--- src/hw/rtl/sff_pkg.sv ---
package sff_pkg;

	localparam int MAX_WIDTH  = 1024;
	localparam int MAX_HEIGHT = 1024;

	localparam int PIX_W  = 8;
	localparam int FEAT_W = 18;
	localparam int DIM_W  = 11;
	localparam int CMP_W  = DIM_W + 2;
	localparam int COL_W  = $clog2(MAX_WIDTH);
	localparam int ROW_W  = 12;
	localparam int LIN_W  = ROW_W + DIM_W;

	localparam logic [ROW_W-1:0] ROW_SAT = {ROW_W{1'b1}};

	localparam int MIN_DIM      = 5;
	localparam int RESET_WIDTH  = 640;
	localparam int RESET_HEIGHT = 480;
	localparam int RESET_AREA   = RESET_WIDTH * RESET_HEIGHT;
	localparam int RESET_LEAD   = 2 * RESET_WIDTH + 3;

	localparam int BORDER = 2;

	localparam int LANES  = 4;
	localparam int LINE_W = LANES * PIX_W;

	localparam int QUEUE_DEPTH = 4;
	localparam int QPTR_W      = $clog2(QUEUE_DEPTH);
	localparam int QCNT_W      = $clog2(QUEUE_DEPTH + 1);

	localparam int OUT_DEPTH = 8;
	localparam int OPTR_W    = $clog2(OUT_DEPTH);
	localparam int OCNT_W    = $clog2(OUT_DEPTH + 1);

	localparam logic [1:0] RECALC_CYCLES = 2'd2;

	localparam int K_EDGE   = 5;
	localparam int K_NEAR   = 25;
	localparam int K_SIDE   = 50;
	localparam int K_CENTER = 640;
	localparam int K_SCALE  = 1000;

	typedef enum logic {
		OP_PIXEL,
		OP_FLUSH
	} op_t;

	typedef enum logic [0:0] {
		REG_IMAGE_WIDTH,
		REG_IMAGE_HEIGHT
	} reg_index_t;

	typedef struct packed {
		logic [COL_W-1:0] col;
		logic [PIX_W-1:0] value;
		logic             emit;
		logic             border;
		logic             last;
	} cmd_t;

	typedef struct packed {
		logic [FEAT_W-1:0] feat;
		logic              border;
		logic              last;
	} res_t;

	function automatic logic [DIM_W-1:0] clamp_dim(input logic [DIM_W-1:0] raw, input int top);
		logic [DIM_W-1:0] val;
		val = raw;
		if (int'(raw) < MIN_DIM) begin
			val = DIM_W'(MIN_DIM);
		end else if (int'(raw) > top) begin
			val = DIM_W'(top);
		end
		return val;
	endfunction

endpackage

--- src/hw/rtl/sff_queue.sv ---
module sff_queue (
	input  logic          clk,
	input  logic          arst_n,
	input  logic          push,
	input  sff_pkg::cmd_t push_cmd,
	output logic          full,
	input  logic          pop,
	output logic          head_valid,
	output sff_pkg::cmd_t head_cmd
);

	sff_pkg::cmd_t                mem_q [sff_pkg::QUEUE_DEPTH];
	logic [sff_pkg::QPTR_W-1:0]   wr_ptr_q, rd_ptr_q;
	logic [sff_pkg::QCNT_W-1:0]   cnt_q;

	assign full       = cnt_q == sff_pkg::QCNT_W'(sff_pkg::QUEUE_DEPTH);
	assign head_valid = cnt_q != '0;
	assign head_cmd   = mem_q[rd_ptr_q];

	always_ff @(posedge clk) begin
		if (push) begin
			mem_q[wr_ptr_q] <= push_cmd;
		end
	end

	always_ff @(posedge clk or negedge arst_n) begin
		if (!arst_n) begin
			wr_ptr_q <= '0;
			rd_ptr_q <= '0;
			cnt_q    <= '0;
		end else begin
			if (push) begin
				wr_ptr_q <= (int'(wr_ptr_q) == sff_pkg::QUEUE_DEPTH - 1) ? '0 : wr_ptr_q + 1'b1;
			end
			if (pop) begin
				rd_ptr_q <= (int'(rd_ptr_q) == sff_pkg::QUEUE_DEPTH - 1) ? '0 : rd_ptr_q + 1'b1;
			end
			if (push && !pop) begin
				cnt_q <= cnt_q + 1'b1;
			end else if (pop && !push) begin
				cnt_q <= cnt_q - 1'b1;
			end
		end
	end

	a_no_overflow: assert property (@(posedge clk) disable iff (!arst_n)
		push |-> (!full || pop))
		else $error("command queue overflow");

	a_no_underflow: assert property (@(posedge clk) disable iff (!arst_n)
		pop |-> head_valid)
		else $error("command queue underflow");

endmodule

--- config.mk ---
export PLATFORM = sky130hd
export DESIGN_NAME = sff_queue
export DESIGN_NICKNAME = d
export VERILOG_FILES = /design/src/hw/rtl/sff_pkg.sv /design/src/hw/rtl/sff_queue.sv
export SDC_FILE = /design/constraint.sdc
export NUM_CORES = 1
export LEC_CHECK = 0
export ABC_AREA = 0
export BUFFER_PORTS_ARGS = -buffer_cell sky130_fd_sc_hd__buf_2
export CORE_MARGIN = 5
export CORE_UTILIZATION = 40
export DETAILED_ROUTE_END_ITERATION = 8
export HOLD_SLACK_MARGIN = 0.03
export SYNTH_ARGS = -nofsm -noshare
export SYNTH_HDL_FRONTEND = slang
export SYNTH_SLANG_ARGS = --single-unit
--- constraint.sdc ---
create_clock -name clk -period 4.17 [get_ports clk]
set_input_delay 0.2085 -clock clk [delete_from_list [all_inputs] [get_ports clk]]
set_output_delay 0.2085 -clock clk [all_outputs]
set_load 0.05 [all_outputs]
==> metrics <==
critical path, cell by cell mux4_1, buf_2; status finished, final reports clean; post-synthesis area per instance roughly 24 µm²; WL per Instance 18.5 µm; reg2reg setup slack ~2.4 ns; synthesized instance count ~150; Nets about 240; drt pass-1 iters 4; pin count of the biggest net entering global routing 25; Worst-Skew Late Latency ~0.35 ns; top achievable clock speed 437 MHz; Worst path top cell family by delay flip-flops; Max Slew Vio Count 0; area delta synth->final 15.8%; minimum clock period ~2.3 ns; TritonCTS buffer count 9; crit path DAT 2.08 ns; Setup violations, final 0; R2R cell count 4; ratio of cells with drive above 1 in the final layout 42.4%; nature of the critical path startpoint flip-flop; Switching Power between 1 and 1.5 mW; filler instances 746; drt total wl 5.87 mm; initial antenna violation count 0; DIE HEIGHT roughly 100 µm; maximum clock path buffer count 2; clock slew at reported path FFs around 0.090 ns; Power per Cell Area between 700 and 800 mW/mm²; total of max-cap violations 0; Yosys warnings 0; Max VDD drop ~0.00035 V; Final Hold Viols 0; sequential fraction of design power between 40% and 50%; CTS H-tree depth 3; Crit. path cell count 2; Crit path required time roughly 4.0 ns; gpl congestion 0.632; Starting Density 40.5%; Final period util a little over half; Core ar. ~0.0086 mm²; Comb pwr share between 30% and 40%; vias in the first global route roughly 1.7k; CP max-delay cell dfrtp_2; clk sinks 91; final core utilization approximately 47%; Min-Delay Startpoint push_cmd[14]; WHS roughly 0.067 ns; WS Path Type flip-flop to output pin; Hold Path Sink mem_q[0][14]; # DRC 0; Hold Path Class primary input to flip-flop; Worst Max-Slew Pin Slew approximately 1.0 ns; final antenna diode count 0; Post-CTS Setup Bufs 0; Int Pwr approximately 1.8 mW; Initial DRC Count 66; worst hold path stage count 1; Root Driver clkbuf_8; leakage around 1.4 nW; Routed Antenna Nets 0; unrepaired setup endpoints after global routing false; die span in x just over 100 µm; FF+latch count, synth slightly above 90; DR vias/cell 4.93; via count 1567; Clk pwr share 19.6%; Synthesized Nets 179; CTS tree built; Buf/Inv on CP 1; FP Rows 34; Seq/Total Area, Yosys about 77%; Mapped Area around 0.0035 mm²; Ports 48; Worst path max stage delay approximately 0.87 ns; setup TNS 0 ns; GRT overflow 0; die area ~0.011 mm²; switch share between 30% and 40%; total power roughly 3.0 mW; first-pass GRT wire length 8.98 mm; Crit Reg-Reg Startpoint wr_ptr_q[0]; post-synth cell types 20; DP HPWL between 3 and 4 mm; worst r2r dst mem_q[2][1]; Setup crit end kind output pin; CP Max Fanout 24; Setup Skew ~0.010 ns; Tot GR Track Use 11.9%; worst rel slew slack 32.5%; Port-buffer cells 47
## state kept, by name (all words and copies together), names as in the netlist
signal    cells
mem_q        84
cnt_q         3
rd_ptr_q      2
wr_ptr_q      2
## logic make-up (layout without fill, tap and decap cells)
group / after synthesis / in the layout / synth area share [%]
XOR/XNOR: 3 / 3 / 0.755
flip-flops: 91 / 91 / 77.5
buffers and inverters: 10 / 73 / 2.30
adder cells (fa/ha/maj): 7 / 7 / 2.73
multiplexers: 24 / 24 / 14.9
AND/OR/NAND/NOR: 10 / 10 / 1.58
AO/OA/AOI/OAI: 2 / 2 / 0.287
## cell type report
class | instances | area, µm² | area share, %
inverters | 5 | 18.8 | 0.466
repair buffers | 52 | 275 | 6.83
well taps | 108 | 135 | 3.35
multi-input cells | 46 | 704 | 17.5
clock inverters | 7 | 75.1 | 1.86
clock buffers | 9 | 124 | 3.07
flip-flops and latches | 91 | 2700 | 66.9
## metrics by stage
step	instances	setup WS [ns]	cell area, µm²
finish	318	1.88	4030
global route	318	1.73	4030
CTS	318	1.80	4030
detailed placement	301	2.19	3820
global placement	301	2.19	3820
floorplan	147	2.37	3480
## synthesized netlist by cell type
master | count | area, µm²
or3_1 | 1 | 6.26
nor3b_1 | 1 | 7.51
buf_6 | 1 | 11.3
xor2_1 | 2 | 17.5
nand2_1 | 1 | 3.75
buf_12 | 2 | 40.0
fa_1 | 1 | 20.0
mux4_1 | 3 | 78.8
mux4_2 | 18 | 405
xnor2_1 | 1 | 8.76
nand3_1 | 1 | 5.00
ha_1 | 6 | 75.1
and2_1 | 4 | 25.0
dfrtp_1 | 7 | 175
buf_2 | 2 | 10.0
nor2_1 | 2 | 7.51
inv_1 | 5 | 18.8
edfxtp_1 | 84 | 2520
o21ai_0 | 2 | 10.0
mux2_2 | 3 | 33.8
## how the worst max path moves through the flow
stage                      startpoint            to
after floorplan              cnt_q[0]          full
after CTS                 rd_ptr_q[0]  head_cmd[13]
after global placement    rd_ptr_q[0]  head_cmd[13]
after detailed placement  rd_ptr_q[0]  head_cmd[13]
final                     rd_ptr_q[0]  head_cmd[13]
after global routing      rd_ptr_q[0]  head_cmd[13]
## placed cells by master (no fill, tap or decap), types with 2 or more instances in the layout
| cell type | synthesis | routed |
|---|---|---|
| edfxtp_1 | 84 | 84 |
| buf_2 | 2 | 47 |
| mux4_2 | 18 | 18 |
| clkbuf_8 | 0 | 9 |
| ha_1 | 6 | 6 |
| dfrtp_1 | 7 | 6 |
| inv_1 | 5 | 5 |
| and2_1 | 4 | 4 |
| buf_4 | 0 | 4 |
| mux4_1 | 3 | 3 |
| mux2_2 | 3 | 3 |
| o21ai_0 | 2 | 2 |
| nor2_1 | 2 | 2 |
| xor2_1 | 2 | 2 |
| inv_6 | 0 | 2 |
| clkinv_4 | 0 | 2 |
| clkinv_2 | 0 | 2 |
## timing repair
item	CTS	global route
gates resized for setup	0	0
hold endpoints to repair	7	0
hold buffers	1	0
## power by group through the flow
stage                     clock network, mW  registers, mW  logic, mW
after detailed placement                  0           1.37       1.10
after CTS                             0.606           1.34       1.11
final                                 0.589           1.33       1.09
after global routing                  0.650           1.37       1.15
after floorplan                           0           1.24       1.01
after global placement                    0           1.36       1.10
## layer usage
metal	wire [µm]	vias to the layer above	share of wire (%)	track usage, %
met5	0	-	0	0
met1	2550	800	43	15.8
met2	2910	43	50	18.3
met3	328	8	5.6	4.23
li1	-	716	-	-
met4	83	0	1.4	4.48
(Power assumes the default switching activity.)
